**src/rtl/kpl_pkg.sv**
```systemverilog
// Shared types, codes and constants of the keypad lock with stepper drive.
// No dependencies; every other file of the block refers to this package.
package kpl_pkg;

    // Field widths
    localparam int DIGIT_W   = 4;
    localparam int COIL_W    = 6;
    localparam int PWD_COUNT = 4;
    localparam int CFG_IDX_W = 2;

    // Defaults of the top-level parameters
    localparam int STEPS_PER_TURN_DEF = 32;
    localparam int CODE_LENGTH_DEF    = 4;

    // Key position of the hash key
    localparam logic [DIGIT_W-1:0] HASH_KEY = 4'd14;

    // Tick kinds
    localparam logic OP_KEY   = 1'b0;
    localparam logic OP_MOTOR = 1'b1;

    // Entry sequencer
    typedef enum logic [1:0] {
        EP_IDLE,
        EP_BEEP,
        EP_HASH,
        EP_WAIT
    } entry_phase_t;

    // Stepper sequencer
    typedef enum logic [1:0] {
        MP_REST_LOCKED,
        MP_REST_UNLOCKED,
        MP_TURN_CW,
        MP_TURN_CCW
    } motor_phase_t;

    // Input request payload
    typedef struct packed {
        logic               opcode;
        logic               key_pressed;
        logic [DIGIT_W-1:0] key_code;
    } kpl_in_t;

    // Result payload
    typedef struct packed {
        logic              is_locked;
        logic [COIL_W-1:0] coil_pattern;
        logic              buzzer_enable;
        logic              red_led;
        logic              green_led;
        logic              blue_led;
        logic              white_led;
    } kpl_out_t;

    // Status from the entry sequencer (values after the current tick)
    typedef struct packed {
        logic locked;
        logic buzz;
        logic red;
        logic blue;
    } entry_status_t;

    // Full-step (two coils on) phase table
    function automatic logic [COIL_W-1:0] coil_of(input logic [1:0] phase);
        logic [COIL_W-1:0] pat;
        case (phase)
            2'd0:    pat = 6'h36;
            2'd1:    pat = 6'h35;
            2'd2:    pat = 6'h39;
            2'd3:    pat = 6'h3A;
            default: pat = 6'h36;
        endcase
        return pat;
    endfunction

endpackage

```
**src/rtl/kpl_if.sv**
```systemverilog
// Valid/ready channel interfaces for the input and result requests.
// Depends on kpl_pkg for the payload types.
interface kpl_in_if;
    logic            valid;
    logic            ready;
    kpl_pkg::kpl_in_t data;

    modport source (output valid, output data, input ready);
    modport sink   (input valid, input data, output ready);
endinterface

interface kpl_out_if;
    logic             valid;
    logic             ready;
    kpl_pkg::kpl_out_t data;

    modport source (output valid, output data, input ready);
    modport sink   (input valid, input data, output ready);
endinterface

```
**src/rtl/keypad_lock_with_stepper_drive.sv**
```systemverilog
// Top level of the keypad lock with stepper drive: channels, result register.
// Depends on kpl_pkg, kpl_if, kpl_entry and kpl_motor.
//
// Usage:
//   in_ch carries one tick per request: opcode 0 is a keypad tick with the
//   debounced key sample, opcode 1 is a stepper tick. Every accepted request
//   yields exactly one result on out_ch: lock flag, coil pattern, buzzer and
//   the four LEDs as they stand after that tick.
//   Password digits are written through cfg_we / cfg_index / cfg_data while
//   no request is in flight.
// Timing:
//   The result is in the output register on the cycle after acceptance.
//   Throughput is one request per cycle unless out_ch stalls; the tick's
//   state update is a single level of next-state logic in the entry and
//   stepper sequencers, loaded in the same edge as the output register.
// Reset:
//   rst_n clears to locked, idle entry, stepper at rest, coils off, LEDs and
//   buzzer off, password digits zero; no result is pending.
// Stall:
//   While a result waits and out_ch.ready is low, in_ch.ready is low; a new
//   request is taken in the same cycle the waiting result is taken.
module keypad_lock_with_stepper_drive #(
    parameter int STEPS_PER_TURN = kpl_pkg::STEPS_PER_TURN_DEF,
    parameter int CODE_LENGTH    = kpl_pkg::CODE_LENGTH_DEF
) (
    input  logic                           clk,
    input  logic                           rst_n,
    input  logic                           cfg_we,
    input  logic [kpl_pkg::CFG_IDX_W-1:0]  cfg_index,
    input  logic [kpl_pkg::DIGIT_W-1:0]    cfg_data,
    kpl_in_if.sink                         in_ch,
    kpl_out_if.source                      out_ch
);

    kpl_pkg::entry_status_t     entry_st;
    kpl_pkg::kpl_out_t          out_data_reg, out_data_next;
    logic                       out_valid_reg;
    logic                       in_fire;
    logic                       key_tick, step_tick;
    logic [kpl_pkg::COIL_W-1:0] coil;

    // Input handshake: taken whenever the result register is free or draining
    assign in_ch.ready = !out_valid_reg || out_ch.ready;
    assign in_fire     = in_ch.valid && in_ch.ready;
    assign key_tick    = in_fire && (in_ch.data.opcode == kpl_pkg::OP_KEY);
    assign step_tick   = in_fire && (in_ch.data.opcode == kpl_pkg::OP_MOTOR);

    kpl_entry #(
        .CODE_LENGTH (CODE_LENGTH)
    ) u_entry (
        .clk         (clk),
        .rst_n       (rst_n),
        .cfg_we      (cfg_we),
        .cfg_index   (cfg_index),
        .cfg_data    (cfg_data),
        .key_tick    (key_tick),
        .key_pressed (in_ch.data.key_pressed),
        .key_code    (in_ch.data.key_code),
        .status      (entry_st)
    );

    kpl_motor #(
        .STEPS_PER_TURN (STEPS_PER_TURN)
    ) u_motor (
        .clk       (clk),
        .rst_n     (rst_n),
        .step_tick (step_tick),
        .locked    (entry_st.locked),
        .coil      (coil)
    );

    // Result assembly
    always_comb
    begin
        out_data_next.is_locked     = entry_st.locked;
        out_data_next.coil_pattern  = coil;
        out_data_next.buzzer_enable = entry_st.buzz;
        out_data_next.red_led       = entry_st.red;
        out_data_next.green_led     = !entry_st.locked;
        out_data_next.blue_led      = entry_st.blue;
        out_data_next.white_led     = coil[0];
    end

    // Result register
    always_ff @(posedge clk or negedge rst_n)
    begin
        if (!rst_n)
        begin
            out_valid_reg <= 1'b0;
        end
        else if (in_fire)
        begin
            out_valid_reg <= 1'b1;
        end
        else if (out_ch.ready)
        begin
            out_valid_reg <= 1'b0;
        end
    end

    always_ff @(posedge clk)
    begin
        if (in_fire)
        begin
            out_data_reg <= out_data_next;
        end
    end

    assign out_ch.valid = out_valid_reg;
    assign out_ch.data  = out_data_reg;

    // Checks
    a_result_follows: assert property (@(posedge clk) disable iff (!rst_n)
        in_fire |=> out_ch.valid)
        else $error("accepted request produced no result");

    a_ready_when_empty: assert property (@(posedge clk) disable iff (!rst_n)
        !out_valid_reg |-> in_ch.ready)
        else $error("input stalled with empty result register");

    a_green_vs_lock: assert property (@(posedge clk) disable iff (!rst_n)
        out_ch.valid |-> (out_ch.data.green_led != out_ch.data.is_locked))
        else $error("green LED disagrees with lock flag");

endmodule

```
**src/rtl/kpl_entry.sv**
```systemverilog
// Key entry sequencer: key store, password registers, code check, lock flag, LEDs.
// Depends on kpl_pkg.
module kpl_entry #(
    parameter int CODE_LENGTH = kpl_pkg::CODE_LENGTH_DEF
) (
    input  logic                           clk,
    input  logic                           rst_n,
    input  logic                           cfg_we,
    input  logic [kpl_pkg::CFG_IDX_W-1:0]  cfg_index,
    input  logic [kpl_pkg::DIGIT_W-1:0]    cfg_data,
    input  logic                           key_tick,
    input  logic                           key_pressed,
    input  logic [kpl_pkg::DIGIT_W-1:0]    key_code,
    output kpl_pkg::entry_status_t         status
);

    localparam int CNT_W = $clog2(CODE_LENGTH + 1);
    localparam int IDX_W = (CODE_LENGTH > 1) ? $clog2(CODE_LENGTH) : 1;

    kpl_pkg::entry_phase_t phase_reg, phase_next;

    logic [kpl_pkg::DIGIT_W-1:0] keys_reg   [CODE_LENGTH];
    logic [kpl_pkg::DIGIT_W-1:0] keys_next  [CODE_LENGTH];
    logic [kpl_pkg::DIGIT_W-1:0] keys_store [CODE_LENGTH];
    logic [kpl_pkg::DIGIT_W-1:0] pwd_reg    [kpl_pkg::PWD_COUNT];

    logic [CNT_W-1:0] count_reg, count_next, count_inc;
    logic             lock_reg, lock_next;
    logic             red_reg, red_next;
    logic             blue_reg, blue_next;
    logic             buzz_reg, buzz_next;
    logic             mismatch;

    // Password registers
    always_ff @(posedge clk or negedge rst_n)
    begin
        if (!rst_n)
        begin
            for (int i = 0; i < kpl_pkg::PWD_COUNT; i++)
            begin
                pwd_reg[i] <= '0;
            end
        end
        else if (cfg_we)
        begin
            pwd_reg[cfg_index] <= cfg_data;
        end
    end

    // Entry with the new key in place, and its compare against the password
    always_comb
    begin
        keys_store = keys_reg;
        keys_store[count_reg[IDX_W-1:0]] = key_code;
        mismatch = 1'b0;
        for (int k = 0; k < CODE_LENGTH; k++)
        begin
            if (keys_store[k] != pwd_reg[k % kpl_pkg::PWD_COUNT])
            begin
                mismatch = 1'b1;
            end
        end
    end

    assign count_inc = count_reg + CNT_W'(1);

    // Next state of the entry sequencer
    always_comb
    begin
        phase_next = phase_reg;
        if (key_tick)
        begin
            case (phase_reg)
                kpl_pkg::EP_IDLE:
                begin
                    if (key_pressed)
                    begin
                        phase_next = (key_code == kpl_pkg::HASH_KEY) ? kpl_pkg::EP_HASH
                                                                      : kpl_pkg::EP_BEEP;
                    end
                end
                kpl_pkg::EP_BEEP: phase_next = kpl_pkg::EP_WAIT;
                kpl_pkg::EP_HASH: phase_next = kpl_pkg::EP_WAIT;
                kpl_pkg::EP_WAIT:
                begin
                    if (!key_pressed)
                    begin
                        phase_next = kpl_pkg::EP_IDLE;
                    end
                end
                default: phase_next = kpl_pkg::EP_IDLE;
            endcase
        end
    end

    // Key store, lock flag and indicator bits
    always_comb
    begin
        keys_next  = keys_reg;
        count_next = count_reg;
        lock_next  = lock_reg;
        red_next   = red_reg;
        blue_next  = blue_reg;
        buzz_next  = buzz_reg;
        if (key_tick)
        begin
            case (phase_reg)
                kpl_pkg::EP_IDLE:
                begin
                    if (!key_pressed)
                    begin
                        red_next  = 1'b0;
                        blue_next = 1'b0;
                    end
                    else if (key_code == kpl_pkg::HASH_KEY)
                    begin
                        red_next = 1'b1;
                    end
                    else if (count_inc >= CNT_W'(CODE_LENGTH))
                    begin
                        // full code entered: check and clear
                        for (int i = 0; i < CODE_LENGTH; i++)
                        begin
                            keys_next[i] = '0;
                        end
                        count_next = '0;
                        lock_next  = mismatch;
                        if (!mismatch)
                        begin
                            red_next = 1'b0;
                        end
                    end
                    else
                    begin
                        keys_next  = keys_store;
                        count_next = count_inc;
                    end
                end
                kpl_pkg::EP_BEEP:
                begin
                    buzz_next = 1'b1;
                    blue_next = 1'b1;
                end
                kpl_pkg::EP_HASH:
                begin
                    buzz_next = 1'b1;
                    blue_next = 1'b1;
                    lock_next = 1'b1;
                    for (int i = 0; i < CODE_LENGTH; i++)
                    begin
                        keys_next[i] = '0;
                    end
                    count_next = '0;
                end
                default:
                begin
                    buzz_next = 1'b0;
                    if (key_pressed)
                    begin
                        blue_next = 1'b1;
                    end
                    else
                    begin
                        red_next  = 1'b0;
                        blue_next = 1'b0;
                    end
                end
            endcase
        end
    end

    // State registers
    always_ff @(posedge clk or negedge rst_n)
    begin
        if (!rst_n)
        begin
            phase_reg <= kpl_pkg::EP_IDLE;
            for (int i = 0; i < CODE_LENGTH; i++)
            begin
                keys_reg[i] <= '0;
            end
            count_reg <= '0;
            lock_reg  <= 1'b1;
            red_reg   <= 1'b0;
            blue_reg  <= 1'b0;
            buzz_reg  <= 1'b0;
        end
        else
        begin
            phase_reg <= phase_next;
            keys_reg  <= keys_next;
            count_reg <= count_next;
            lock_reg  <= lock_next;
            red_reg   <= red_next;
            blue_reg  <= blue_next;
            buzz_reg  <= buzz_next;
        end
    end

    assign status.locked = lock_next;
    assign status.buzz   = buzz_next;
    assign status.red    = red_next;
    assign status.blue   = blue_next;

endmodule

```
**src/rtl/kpl_motor.sv**
```systemverilog
// Stepper sequencer: rest/turn phases, step counter, full-step coil pattern.
// Depends on kpl_pkg.
module kpl_motor #(
    parameter int STEPS_PER_TURN = kpl_pkg::STEPS_PER_TURN_DEF
) (
    input  logic                        clk,
    input  logic                        rst_n,
    input  logic                        step_tick,
    input  logic                        locked,
    output logic [kpl_pkg::COIL_W-1:0]  coil
);

    localparam int SC_W = $clog2(STEPS_PER_TURN + 1);

    kpl_pkg::motor_phase_t mp_reg, mp_next;

    logic [SC_W-1:0] sc_reg, sc_next;
    logic [1:0]      ph_reg, ph_next;
    logic            driven_reg, driven_next;
    logic            turning_now, turning_next, turn_done;

    assign turning_now  = (mp_reg == kpl_pkg::MP_TURN_CW) || (mp_reg == kpl_pkg::MP_TURN_CCW);
    assign turning_next = (mp_next == kpl_pkg::MP_TURN_CW) || (mp_next == kpl_pkg::MP_TURN_CCW);
    assign turn_done    = (sc_reg >= SC_W'(STEPS_PER_TURN));

    // Next state of the stepper sequencer
    always_comb
    begin
        mp_next = mp_reg;
        if (step_tick)
        begin
            case (mp_reg)
                kpl_pkg::MP_REST_LOCKED:
                begin
                    if (!locked)
                    begin
                        mp_next = kpl_pkg::MP_TURN_CW;
                    end
                end
                kpl_pkg::MP_REST_UNLOCKED:
                begin
                    if (locked)
                    begin
                        mp_next = kpl_pkg::MP_TURN_CCW;
                    end
                end
                kpl_pkg::MP_TURN_CW:
                begin
                    if (turn_done)
                    begin
                        mp_next = kpl_pkg::MP_REST_UNLOCKED;
                    end
                end
                default:
                begin
                    if (turn_done)
                    begin
                        mp_next = kpl_pkg::MP_REST_LOCKED;
                    end
                end
            endcase
        end
    end

    // Step counter, phase pointer and drive flag
    always_comb
    begin
        sc_next     = sc_reg;
        ph_next     = ph_reg;
        driven_next = driven_reg;
        if (step_tick)
        begin
            if (turning_next)
            begin
                ph_next     = (mp_next == kpl_pkg::MP_TURN_CW) ? ph_reg + 2'd1 : ph_reg + 2'd3;
                driven_next = 1'b1;
                sc_next     = sc_reg + SC_W'(1);
            end
            else if (turning_now)
            begin
                // end of a turn: no step, counter cleared
                sc_next = '0;
            end
        end
    end

    always_ff @(posedge clk or negedge rst_n)
    begin
        if (!rst_n)
        begin
            mp_reg     <= kpl_pkg::MP_REST_LOCKED;
            sc_reg     <= '0;
            ph_reg     <= 2'd0;
            driven_reg <= 1'b0;
        end
        else
        begin
            mp_reg     <= mp_next;
            sc_reg     <= sc_next;
            ph_reg     <= ph_next;
            driven_reg <= driven_next;
        end
    end

    assign coil = driven_next ? kpl_pkg::coil_of(ph_next) : '0;

endmodule

```
**src/flat_wrapper.sv**
```systemverilog
// flat-port wrapper written by rule: the top's interface ports become plain ports
module keypad_lock_with_stepper_drive_flat 
#(
    parameter int STEPS_PER_TURN = kpl_pkg::STEPS_PER_TURN_DEF,
    parameter int CODE_LENGTH    = kpl_pkg::CODE_LENGTH_DEF
)
  (clk, rst_n, cfg_we, cfg_index, cfg_data, in_ch_valid, in_ch_data, in_ch_ready, out_ch_valid, out_ch_data, out_ch_ready);
  kpl_in_if in_ch_i ();
  kpl_out_if out_ch_i ();
  input  logic clk;
  input  logic rst_n;
  input  logic cfg_we;
  input  logic [kpl_pkg::CFG_IDX_W-1:0] cfg_index;
  input  logic [kpl_pkg::DIGIT_W-1:0] cfg_data;
  input wire logic [$bits(in_ch_i.valid)-1:0] in_ch_valid;
  input wire logic [$bits(in_ch_i.data)-1:0] in_ch_data;
  output wire logic [$bits(in_ch_i.ready)-1:0] in_ch_ready;
  output wire logic [$bits(out_ch_i.valid)-1:0] out_ch_valid;
  output wire logic [$bits(out_ch_i.data)-1:0] out_ch_data;
  input wire logic [$bits(out_ch_i.ready)-1:0] out_ch_ready;
  assign in_ch_i.valid = in_ch_valid;
  assign in_ch_i.data = in_ch_data;
  assign in_ch_ready = in_ch_i.ready;
  assign out_ch_valid = out_ch_i.valid;
  assign out_ch_data = out_ch_i.data;
  assign out_ch_i.ready = out_ch_ready;
  keypad_lock_with_stepper_drive #(.STEPS_PER_TURN(STEPS_PER_TURN), .CODE_LENGTH(CODE_LENGTH)) u_core (.clk(clk), .rst_n(rst_n), .cfg_we(cfg_we), .cfg_index(cfg_index), .cfg_data(cfg_data), .in_ch(in_ch_i), .out_ch(out_ch_i));
endmodule
```
**config.mk**
```make
export PLATFORM = sky130hd
export DESIGN_NAME = keypad_lock_with_stepper_drive_flat
export DESIGN_NICKNAME = d
export VERILOG_FILES = /design/src/rtl/kpl_pkg.sv /design/src/rtl/kpl_if.sv /design/src/rtl/keypad_lock_with_stepper_drive.sv /design/src/rtl/kpl_entry.sv /design/src/rtl/kpl_motor.sv /design/src/flat_wrapper.sv
export SDC_FILE = /design/constraint.sdc
export NUM_CORES = 1
export LEC_CHECK = 0
export BUFFER_PORTS_ARGS = -buffer_cell sky130_fd_sc_hd__buf_2
export CAP_MARGIN = 30
export CORE_ASPECT_RATIO = 1.1
export CORE_MARGIN = 3
export CORE_UTILIZATION = 30
export DETAILED_ROUTE_END_ITERATION = 16
export SETUP_SLACK_MARGIN = 0.15
export SLEW_MARGIN = 20
export SYNTH_ARGS = -nofsm -noshare
export SYNTH_HDL_FRONTEND = slang
export SYNTH_SLANG_ARGS = --single-unit
```
**constraint.sdc**
```tcl
create_clock -name clk -period 4.51 [get_ports clk]
set_input_delay 0.451 -clock clk [delete_from_list [all_inputs] [get_ports clk]]
set_output_delay 0.451 -clock clk [all_outputs]
set_load 0.02 [all_outputs]
```
Word-level counts from Yosys, hierarchy flattened
Cells that the tools add are included.
Word-level totals
  input bits: 17
  output and inout port bits: 14
  logic and storage cells: 134
  register bits after elaboration: 64
Operators by class
  reductions and logical operators: 20
  equality and inequality tests: 19
  muxes and demuxes: 56
  add/sub/neg operators: 4
  $lt $le $gt $ge: 6
  bitwise operators: 3
Operators with widths (number)
  2-to-1 mux 16 bit: 3
  bitwise mux 16 bit: 2
  case mux 16 bit (2 select lines): 1
  case mux 6 bit (4 select lines): 1
  2-to-1 mux 1 bit: 22
  2-to-1 mux 2 bit: 11
  demux 4 bit (select 2 bit): 2
  equality test 2 bit (second input constant): 8
  != test 4 bit: 4
  2-to-1 mux 6 bit: 2
  case mux 2 bit (3 select lines): 2
  >= comparator 3 bit (second input constant): 3
  2-to-1 mux 3 bit: 3
  2-to-1 mux 4 bit: 2
  case mux 1 bit (2 select lines): 4
  adder 6 x 1 -> 6 bit (second input constant): 1
  equality test 2 x 1 -> 1 bit (second input constant): 3
  >= comparator 6 bit (second input constant): 1
  logical NOT 2 bit: 3
  < comparator 3 x 1 -> 1 bit (second input constant): 2
  != test 2 bit (second input constant): 3
  NOT 2 -> 3 bit: 2
  case mux 3 bit (2 select lines): 1
  nonzero test 2 bit: 3
  other kinds (12): 19

Longest topological paths before layout
Gate-level depths: netlist of run 1.
  depth in word-level cells: 25
  depth in mapped cells: 13
  depth with buffers taken out: 12

By module
From an unflattened synthesis of run 1, not the netlist that was laid out.
Second synthesis, totals
  cells, all modules: 282
  area, all modules: 3405.8 sq um
By module, submodules not included
  kpl_entry: seq. area each 1027.2 sq um, cells each 196, instances 1, area an instance 2341.0 sq um
  kpl_motor: seq. area each 275.3 sq um, cells each 67, instances 1, area an instance 656.9 sq um
  keypad_lock_with_stepper_drive: seq. area each 355.3 sq um, cells each 19, instances 1, area an instance 407.9 sq um

Worst setup path after synthesis of run 1
No wires, ideal clock.
  path kind: register to register
  start point: register u_core.u_entry.count_reg[0]
  end point: register u_core.out_data_reg, in the netlist u_core.out_ch.data[6] (data pin)
  setup time: 0.263 ns
  stages on the path, launching flop included: 13
  required time: 4.247 ns
  setup slack: 1.335 ns
  buffers on the path: 1
  period minus slack after synthesis: 3.175 ns
  data arrival time: 2.912 ns
  path through: dfrtp_1 inv_1 ha_1 buf_6 mux2i_1 xnor2_1 nor4_4 nand2_2 or4b_1 and4_4 a211o_1 ha_1 nor2b_1
On the way
  word-level cells in the longest chain between the ends: 25
  elaborated cells between the ends (all ways): 39
  those cells by class: 1 x add/sub; 3 x order compare; 9 x eq/ne; 22 x mux; 1 x bitwise; 3 x reduce/logical
RTL lines
  from (decl): line kpl_entry.sv:27  | logic [CNT_W-1:0] count_reg, count_next, count_inc;
  from (signal assigned): line kpl_entry.sv:192  | count_reg <= count_next;
  NOT 2 -> 3 bit (not written as such): line kpl_entry.sv:54  | keys_store[count_reg[IDX_W-1:0]] = key_code;
  >= comparator 3 bit (not written as such) or < comparator 3 x 1 -> 1 bit (tied branches): line kpl_entry.sv:54
  logical AND 1 bit (not written as such): line kpl_entry.sv:54
  2-to-1 mux 4 bit (not written as such): line kpl_entry.sv:54
  demux 4 bit (select 2 bit): line kpl_entry.sv:54
  bitwise mux 16 bit: line kpl_entry.sv:54
  != test 4 bit: line kpl_entry.sv:58  | if (keys_store[k] != pwd_reg[k % kpl_pkg::PWD_COUNT])
  2-to-1 mux 1 bit (4 in series): line kpl_entry.sv:58
  [7 not listed]
  2-to-1 mux 2 bit *: line kpl_motor.sv:30  | if (step_tick)
  equality test 2 bit, on equally long branches: line kpl_motor.sv:23, kpl_motor.sv:75
  2-to-1 mux 2 bit or logical OR 1 bit (tied branches): line kpl_motor.sv:75, kpl_motor.sv:23
  2-to-1 mux 2 bit *: line kpl_motor.sv:73  | if (turning_next)
  2-to-1 mux 2 bit *: line kpl_motor.sv:71  | if (step_tick)
  named net u_core.u_motor.ph_next[1]: line kpl_motor.sv:18  | logic [1:0] ph_reg, ph_next;
  equality test 2 bit, or another cell as far along: line kpl_pkg.sv:67  | case (phase)
  case mux 6 bit (4 select lines) *: line kpl_pkg.sv:67
  to (signal assigned): line keypad_lock_with_stepper_drive.sv:105  | out_data_reg <= out_data_next;
  to (decl): line keypad_lock_with_stepper_drive.sv:36  | kpl_pkg::kpl_out_t out_data_reg, out_data_next;
Mark *: on every way through the listed nets, which the timed path passes. The rest lies on a longest branch. The select of a mux whose other input is x is not followed.
A chain may end at the register's enable or synchronous reset.

Worst setup path after layout of run 1
Same ends and word-level chain as after synthesis.

==> flow_metrics.tcl, run 1 <==
set metrics [dict create \
    ys.flop_type "dfrtp_1" \
    clk_pin_slew_ns 0.05 \
    cts_sinks 63 \
    critical_path.most_common_cell "ha_1" \
    postSynthAreaPerCell_um2 11.5 \
    crit_type "flip-flop to flip-flop" \
    gr-total-overflow 0 \
    drt-initial-drc-count 134 \
    p_seq_share_pct 37.2 \
    cpPeakStageDelay_ns 0.53 \
    dieArea_mm2 0.0125 \
    most-common-layout-cells "dfrtp_1, buf_2, mux2i_1" \
    layout_commonest_cell "dfrtp_1" \
    route.detailed.drc 0 \
    crit_path_end_kind "flip-flop" \
    syn2layout_area_growth_pct 15.6 \
    status "finished clean" \
    dp_hpwl_um 4940 \
    yosysTopAreaCellShare_pct 38.6 \
    cp_max_fo 9 \
    ys_seq_area_share_pct 48.3 \
    htree_levels 3 \
    cts_buffers 9 \
    power.total_w 0.00222 \
    grt_util_all_layers_pct 12.1 \
    reg2reg_depth 11 \
    synth_warnings 0 \
    syn_area_mm2 0.00337 \
    cts-resized-gates 0 \
    final_layout_size_suffix_gt1_share_pct 20.7 \
    synth_cell_type_count 46 \
    ir_drop_mv 0.173 \
    netSwitchingFraction_pct 34.1 \
    crit_chain "inv_1, ha_1, mux2i_1, xnor2_1, nor4_2, nand3_1, or4b_1, and4_4, a211o_1, ha_1, nor2b_1" \
    synth.area.top_cells "dfrtp_1, edfxtp_1, mux2i_1, mux2_2, ha_1" \
    tightest_slew_ns 0.733 \
    portBuffers 30 \
    fillers 1046 \
    cellPowerDensity_mw_per_mm2 571 \
    clk_latency_ns 0.32 \
    vias 2307 \
    drv_cap 0 \
    holdWs_ns 0.250 \
    wire_per_inst_um 14.4 \
    root_buffer "clkbuf_16" \
    synth_nets 324 \
    globalplace.congestion 0.762 \
    start_kind "flip-flop" \
    ant_nets 0 \
    hold_viol 0 \
    rsz0062_at_grt "no" \
    ys_seq_elements 63 \
    p_leak_nw 1.65 \
    antenna_found_initial 0 \
    fp.coreArea_mm2 0.0107 \
    fmax_ghz 0.284 \
    n_antenna_cell 0 \
    p_sw_w 0.000758 \
    crit_arrival_ns 3.58 \
    fp.dieH_um 117 \
    hold_class "input port to asynchronous set/reset pin" \
    dr.pass1.iters 4 \
    initial_core_util_pct 31.5 \
    finalNetCount 355 \
    skew_ns 0.00708 \
    ios 31 \
    fin_setup_tns_ns 0 \
    die_w_um 107 \
    cts_tree "done" \
    clockBufferDepth 2 \
    wirelength_um 6820 \
    core.rowCount 39 \
    period_share_pct 78.0 \
    cpMaxStageDelayCell "or4b_1" \
    post_cts_buffers 0 \
    final_period_minus_worst_setup_slack_ns 3.52 \
    pwr-share-clk_pct 28.3 \
    intPower_w 0.00146 \
    grt_pass1_wl_um 11700 \
    viasPerCell 4.89 \
    required_ns 4.58 \
    p_comb_share_pct 34.5 \
    holdBufCountCts 0 \
    syn_inst 293 \
    slew_violations 0 \
    max_slew_margin_pct 50.7 \
    grt_pass1_vias 2354 \
    setup_viol 0 \
    synth_top_area_cell "dfrtp_1" \
    grt_max_degree 54 \
    async_flop_share_pct 84.1 \
    synth-edff-count 10 \
]
-- worst max-delay path: cells and delay by family, from the launching register on --
family	cells	cell delay, ns
compound gates	1	0.31
buf+inv	1	0.13
simple gates	5	1.37
flops	1	0.41
mux	1	0.27
xor+xnor	1	0.10
fa+ha+maj	2	0.69
-- synthesized netlist by cell type (all sizes together) (3+ instances only) --
cell and count:
dfrtp 52, mux2i 21, nand2 21, xnor2 18, a32o 16, mux2 16, o21ai 15, ha 14
inv 13, nor2 13, buf 11, edfxtp 10, nand3 10, nor3 8, a21oi 6, nand3b 5
nor2b 4, nor4 4, o31ai 4, a22o 3, and3 3, clkbuf 3, xor2 3
-- layout make-up --
class / count / area, µm² / share of cell area, %
multi-input cells: 203 / 1580 / 40.7
clock buffers: 15 / 268 / 6.88
inverters: 13 / 48.8 / 1.25
clock inverters: 1 / 5.00 / 0.129
flip-flops and latches: 63 / 1630 / 41.8
well taps: 143 / 179 / 4.60
repair buffers: 34 / 180 / 4.63
-- logic make-up after synthesis --
group	Yosys count	synth area share, %
AOI/OAI and AO/OA	54	12.0
xor gates and xnor gates	21	5.46
adders and majority gates	14	5.20
buffers and inverters	27	4.64
DFF	63	48.3
muxes	37	11.6
and+or+nand+nor	77	12.7
-- metal layers --
metal	track usage [%]	share of wire, %
met1	14.0	45
met2	20.5	49
met3	3.73	4.2
met4	5.54	1.6
met5	0	0
-- power groups by stage --
stage	registers (W)	clock network, W	logic [W]
after floorplan	0.000832	0	0.000629
after global placement	0.000831	0	0.000753
after detailed placement	0.000837	0	0.000768
after CTS	0.000828	0.000648	0.000771
after global routing	0.000845	0.000674	0.000869
final	0.000827	0.000630	0.000766
-- worst paths after layout --
check	startpoint	end	slack, ns
worst max-delay path	u_core.u_entry.count_reg[0]$_DFFE_PN0P_	u_core.out_ch.data[6]$_SDFFCE_PN0P_	0.99
min in group clk	in_ch_valid	u_core.out_ch.valid$_DFFE_PN0P_	0.37
worst min register to register	u_core.u_entry.keys_reg[6]$_DFFE_PN0P_	u_core.u_entry.keys_reg[6]$_DFFE_PN0P_	0.49
worst min-delay path	rst_n	u_core.u_entry.buzz_reg$_DFF_PN0_	0.25
worst max register to register	u_core.u_entry.count_reg[0]$_DFFE_PN0P_	u_core.out_ch.data[6]$_SDFFCE_PN0P_	0.99
max in group asynchronous	rst_n	u_core.u_entry.keys_reg[5]$_DFFE_PN0P_	3.78
-- through the flow --
step | instances | util, % | worst slack (ns) | instance area, µm²
after floorplan | 293 | - | 1.34 | 3370
after global placement | 456 | 33.9 | 1.04 | 3620
after detailed placement | 456 | 33.9 | 0.989 | 3620
after CTS | 472 | 36.4 | 0.980 | 3890
after global routing | 472 | 36.4 | 0.733 | 3890
final | 472 | 36.4 | 0.994 | 3890
No activity file was read; power rests on OpenSTA's default activity.
==> run 2: changes to the inputs <==
==> constraint.sdc (replaced) <==
create_clock -name clk -period 3.5 [get_ports clk]
set_input_delay 0.35 -clock clk [delete_from_list [all_inputs] [get_ports clk]]
set_output_delay 0.35 -clock clk [all_outputs]
set_load 0.02 [all_outputs]
==> run 2 against run 1 <==
Non-clock buffer count up 16; design area up 7.8%; cell count up 3.4%; critical path type unchanged.
==> flow_metrics.tcl, run 2 (synthesized netlist as in run 1, its figures left out) <==
set metrics [dict create \
    cts_buffers 9 \
    root_buffer "clkbuf_16" \
    grt_util_all_layers_pct 12.4 \
    period_share_pct 93.1 \
    hold_viol 0 \
    clockBufferDepth 2 \
    status "finished clean" \
    cts_sinks 63 \
    clk_pin_slew_ns 0.06 \
    die_w_um 107 \
    finalNetCount 371 \
    route.detailed.drc 0 \
    viasPerCell 4.97 \
    wire_per_inst_um 14.9 \
    syn2layout_area_growth_pct 24.6 \
    vias 2424 \
    placedCellCount 462 \
    n_antenna_cell 0 \
    skew_ns 0.00606 \
    cpMaxStageDelayCell "or4b_4" \
    required_ns 3.57 \
    setup_viol 0 \
    ir_drop_mv 0.319 \
    cellPowerDensity_mw_per_mm2 765 \
    final_period_minus_worst_setup_slack_ns 3.26 \
    slew_violations 0 \
    htree_levels 3 \
    p_leak_nw 1.75 \
    post-route-util_pct 39.3 \
    hold_class "input port to asynchronous set/reset pin" \
    max_slew_margin_pct 46.8 \
    fmax_ghz 0.307 \
    globalplace.congestion 0.812 \
    fp.dieH_um 117 \
    clk_latency_ns 0.33 \
    dr.pass1.iters 5 \
    gr-total-overflow 0 \
    holdWs_ns 0.106 \
    crit_chain "buf_4, ha_2, mux2i_4, xnor2_2, nor4_4, nand2_2, or4b_4, and4_4, a211o_4, ha_4, nor2b_4" \
    cp_max_fo 4 \
    layout_commonest_cell "dfrtp_1" \
    crit_path_end_kind "flip-flop" \
    antenna_found_initial 0 \
    wirelength_um 7250 \
    final_layout_size_suffix_gt1_share_pct 32.5 \
    grt_pass1_wl_um 12000 \
    tightest_slew_ns 0.798 \
    power.total_w 0.00321 \
    cts_tree "done" \
    grt_max_degree 34 \
    dieArea_mm2 0.0125 \
    rsz0062_at_grt "no" \
    dp_hpwl_um 5040 \
    start_kind "flip-flop" \
    portBuffers 30 \
    cpPeakStageDelay_ns 0.52 \
    fp.coreArea_mm2 0.0107 \
    final_cells 488 \
    crit_arrival_ns 3.32 \
    initial_core_util_pct 31.5 \
    ios 31 \
    crit_type "flip-flop to flip-flop" \
    fin_setup_tns_ns 0 \
    r2r_slack_ns 0.24 \
    ant_nets 0 \
    core.rowCount 39 \
    drv_cap 0 \
    grt_pass1_vias 2441 \
    drt-initial-drc-count 128 \
    most-common-layout-cells "dfrtp_1, buf_2, nand2_1" \
]
-- run 2: cell types whose count changed in the layout (fill, tap and decap cells not counted), moves of 3 or more --
cell / before / now
buf_4: 4 / 18
ha_1: 14 / 6
mux2i_1: 21 / 15
ha_4: 0 / 5
clkbuf_1: 4 / 0
mux2i_2: 0 / 4
ha_2: 0 / 3
-- run 2: per-stage QoR --
stage / setup slack (ns) / area [µm²]
floorplan: 0.325 / 3370
finish: 0.242 / 4200
global route: 0.127 / 4200
global placement: 0.120 / 3660
CTS: 0.157 / 4000
detailed placement: 0.0502 / 3660
-- run 2: worst paths after layout --
kind / startpoint / endpoint / cells past startpoint
worst min-delay path: rst_n / u_core.out_ch.valid$_DFFE_PN0P_ / 1
max in group asynchronous: rst_n / u_core.u_entry.count_reg[1]$_DFFE_PN0P_ / 2
worst max-delay path: u_core.u_entry.count_reg[0]$_DFFE_PN0P_ / u_core.out_ch.data[6]$_SDFFCE_PN0P_ / 11
worst min register to register: u_core.u_entry.keys_reg[1]$_DFFE_PN0P_ / u_core.u_entry.keys_reg[1]$_DFFE_PN0P_ / 1
min in group clk: in_ch_valid / u_core.out_ch.valid$_DFFE_PN0P_ / 3
worst max register to register: u_core.u_entry.count_reg[0]$_DFFE_PN0P_ / u_core.out_ch.data[6]$_SDFFCE_PN0P_ / 11
-- run 2: where the power goes --
group	internal (W)	switching [W]	total (W)
clock	0.000537	0.000322	0.000859
combinational	0.000623	0.000652	0.00127
sequential	0.000942	0.000134	0.00108
-- run 2: metal layers --
layer	track usage [%]	wire [µm]
met5	0	0
met4	4.94	77
met3	4.00	265
met2	20.7	3600
met1	14.9	3310
-- run 2: timing repair --
| action | CTS | global route |
|---|---|---|
| pin swaps | 1 | 11 |
| endpoints found under the setup margin | 4 | 4 |
| hold buffers | 0 | 0 |
| resized for setup | 9 | 25 |
| buffers inserted | 0 | 10 |
-- run 2: cell type report --
class	count	area, µm²
Multi-Input combinational cell	203	1740
Clock inverter	5	30.0
Timing Repair Buffer	50	302
Tap cell	143	179
Clock buffer	11	264
Fill cell	1032	6490
Inverter	13	53.8
Sequential cell	63	1630
-- run 2: critical path: cells and delay by family, from the launching register on --
family                   cells  cell delay (ns)
AND/OR/NAND/NOR              5             1.28
adder cells (fa/ha/maj)      2             0.46
flip-flops                   1             0.45
AO/OA/AOI/OAI                1             0.29
multiplexers                 1             0.20
XOR/XNOR                     1             0.16
buffers and inverters        1             0.15
==> run 3: changes to the inputs <==
--- a/config.mk
+++ b/config.mk
@@ -7,7 +7,6 @@
 export LEC_CHECK = 0
 export BUFFER_PORTS_ARGS = -buffer_cell sky130_fd_sc_hd__buf_2
 export CAP_MARGIN = 30
-export CORE_ASPECT_RATIO = 1.1
 export CORE_MARGIN = 3
 export CORE_UTILIZATION = 30
 export DETAILED_ROUTE_END_ITERATION = 16
@@ -15,4 +14,5 @@
 export SLEW_MARGIN = 20
 export SYNTH_ARGS = -nofsm -noshare
 export SYNTH_HDL_FRONTEND = slang
+export SYNTH_HIERARCHICAL = 1
 export SYNTH_SLANG_ARGS = --single-unit
==> constraint.sdc (replaced) <==
create_clock -name clk -period 3.1 [get_ports clk]
set_input_delay 0.31 -clock clk [delete_from_list [all_inputs] [get_ports clk]]
set_output_delay 0.31 -clock clk [all_outputs]
set_load 0.02 [all_outputs]
==> run 3 against run 2 <==
The flow now finishes with violations (negative setup slack); critical path type unchanged; count of clock-buffer cells in the layout is 1 lower; largest cell class is now registers; critical endpoint is now u_core/out_ch.data[6]$_DFFE_PP_; cell count is the same; sequential power rose by 19%; synthesized area increased by 1.2%; worst setup slack worse by 0.57 ns; routed wire length down 2.2%; clock power up 14%; sequential cell count is 1 higher; combinational power is 24% higher.
==> flow_metrics.tcl, run 3 <==
set metrics [dict create \
    ios 31 \
    vias 2274 \
    synth_most_common_cell "dfrtp_1" \
    crit_chain "inv_4, buf_4, ha_2, mux2i_2, xor2_1, nand4_1, nor4_4, a21oi_2, or3b_1, a21oi_2, o21ai_2, xor2_2, ha_2, nor3b_2, a221oi_2" \
    final_cells 488 \
    route.detailed.drc 0 \
    clockBufferDepth 2 \
    synth_cell_type_count 57 \
    dr.pass1.iters 4 \
    hold_class "input port to flip-flop" \
    hold_viol 0 \
    grt_pass1_vias 2369 \
    synth_common_cells "dfrtp_1, xor2_1, mux2i_1" \
    most-common-layout-cells "dfrtp_1, buf_4, buf_2" \
    synth.area.top_cells "dfrtp_1, edfxtp_1, mux2_2, xor2_1, mux2i_1" \
    wire_per_inst_um 14.5 \
    p_comb_share_pct 41.0 \
    ant_nets 0 \
    netSwitchingFraction_pct 33.4 \
    syn_area_mm2 0.00341 \
    syn2layout_area_growth_pct 26.7 \
    path_delay_family "simple AND/OR/NAND/NOR gates" \
    wl_met3_um 250 \
    async_flop_share_pct 82.8 \
    synth_adder_area_share_pct 4.41 \
    cts_tree "done" \
    final_period_minus_worst_setup_slack_ns 3.43 \
    period_share_pct 111 \
    grt_util_all_layers_pct 12.0 \
    wl_met2_um 3530 \
    grt_max_degree 32 \
    htree_levels 3 \
    root_buffer "clkbuf_16" \
    p_seq_share_pct 33.5 \
    crit_path_end_kind "flip-flop" \
    ys_seq_area_share_pct 48.7 \
    violations "negative setup slack" \
    viasPerCell 4.66 \
    status "finished, violations left" \
    pwr-share-clk_pct 25.5 \
    synth_mux_area_share_pct 10.7 \
    placedCellCount 458 \
    drt-initial-drc-count 88 \
    synth_xor_area_share_pct 6.39 \
    dieArea_mm2 0.0127 \
    skew_ns 0.00379 \
    synth_compound_area_share_pct 11.1 \
    fp.coreArea_mm2 0.0110 \
    layout_commonest_cell "dfrtp_1" \
    max_slew_margin_pct 52.5 \
    wirelength_um 7090 \
    n_antenna_cell 0 \
    finalNetCount 372 \
    start_kind "flip-flop" \
    initial_core_util_pct 31.0 \
    gr-total-overflow 0 \
    synth_top_family_by_area "simple AND/OR/NAND/NOR gates" \
    synth_top_area_cell "dfrtp_1" \
    p_leak_nw 1.88 \
    antenna_found_initial 0 \
    portBuffers 30 \
    synth_warnings 6 \
    cpMaxStageDelayCell "dfrtp_2" \
    cellPowerDensity_mw_per_mm2 888 \
    cts_sinks 64 \
    synth_nets 311 \
    grt_pass1_wl_um 11900 \
    cts_buffers 9 \
    dp_hpwl_um 5000 \
    rsz0062_at_grt "yes" \
    cpPeakStageDelay_ns 0.43 \
    cp_max_fo 4 \
    top_layer "met4" \
    ys_seq_elements 64 \
    intPower_w 0.00255 \
    clk_pin_slew_ns 0.05 \
    setup_viol 12 \
    holdWs_ns 0.214 \
    crit_arrival_ns 3.50 \
    synth-edff-count 11 \
    slew_violations 0 \
    postSynthAreaPerCell_um2 12.1 \
    final_layout_size_suffix_gt1_share_pct 40.5 \
    drv_cap 0 \
    tightest_slew_ns 0.712 \
    globalplace.congestion 0.805 \
    fmax_ghz 0.292 \
    ys.flop_type "dfrtp_1" \
    yosysTopAreaCellShare_pct 38.2 \
    ir_drop_mv 0.387 \
    required_ns 3.18 \
    clk_latency_ns 0.33 \
    fp.dieH_um 113 \
    crit_type "flip-flop to flip-flop" \
    p_sw_w 0.00128 \
    syn_inst 282 \
    yosys.area_share.simple_pct 11.8 \
    wl_met1_um 3220 \
    setup_slack_ns -0.327 \
    die_w_um 113 \
    core.rowCount 38 \
    path_buf_inv 2 \
]
## run 3: cells by family (layout without fill, tap and decap cells)
group / after synthesis / count (layout)
xor+xnor: 24 / 24
compound gates: 48 / 48
buf+inv: 37 / 103
simple gates: 63 / 63
flops: 64 / 64
fa+ha+maj: 12 / 12
mux: 34 / 34
## run 3: per-stage QoR
step / util, % / power (W) / setup TNS (ns) / cell area, µm² / worst slack, ns
CTS: 38.9 / 0.00381 / -1.52 / 4270 / -0.338
finish: 39.3 / 0.00383 / -1.85 / 4320 / -0.327
floorplan: - / 0.00225 / -0.200 / 3440 / -0.165
global route: 39.3 / 0.00408 / -3.58 / 4320 / -0.452
detailed placement: 34.5 / 0.00263 / -1.58 / 3790 / -0.411
global placement: 34.5 / 0.00260 / -1.11 / 3790 / -0.339
## run 3: what timing repair did
item | 4_1_cts | 5_1_grt
hold endpoints to repair | 22 | 0
gates resized for setup | 23 | 6
pin swaps | 15 | 3
hold buffers | 1 | 0
setup endpoints to repair | 12 | 15
buffers inserted | 10 | 3
## run 3: final timing paths
kind | slack, ns | start | to | depth (start not counted)
max | -0.33 | u_core/u_entry/count_reg[0]$_DFFE_PN0P_ | u_core/out_ch.data[6]$_DFFE_PP_ | 15
min | 0.21 | in_ch_valid | u_core/out_ch.valid$_DFFE_PN0P_ | 2
max reg2reg | -0.33 | u_core/u_entry/count_reg[0]$_DFFE_PN0P_ | u_core/out_ch.data[6]$_DFFE_PP_ | 15
min reg2reg | 0.49 | u_core/u_entry/keys_reg[11]$_DFFE_PN0P_ | u_core/u_entry/keys_reg[11]$_DFFE_PN0P_ | 1
max in group asynchronous | 1.73 | rst_n | u_core/u_entry/lock_reg$_DFF_PN1_ | 3
min in group asynchronous | 0.51 | rst_n | u_core/u_entry/keys_reg[5]$_DFFE_PN0P_ | 2
## run 3: final cells by class
cell class	count	area [µm²]
fillers	1046	6670
flip-flops and latches	64	1660
multi-input cells	181	1640
repair buffers	72	498
clock buffers	10	229
well taps	140	175
clock inverters	6	60.1
inverters	15	58.8
## run 3: layer usage
layer  vias to the layer above  global-route usage [%]
li1                       1118                       -
met1                      1122                    15.4
met2                        28                    19.1
met3                         6                    3.50
met4                         0                    4.57
met5                         -                       0
## run 3: power by group through the flow
stage	logic (W)	clock network, W	registers, W
after floorplan	0.000957	0	0.00130
after global placement	0.00132	0	0.00129
after detailed placement	0.00134	0	0.00129
after CTS	0.00153	0.00100	0.00128
after global routing	0.00172	0.00104	0.00132
final	0.00157	0.000979	0.00128
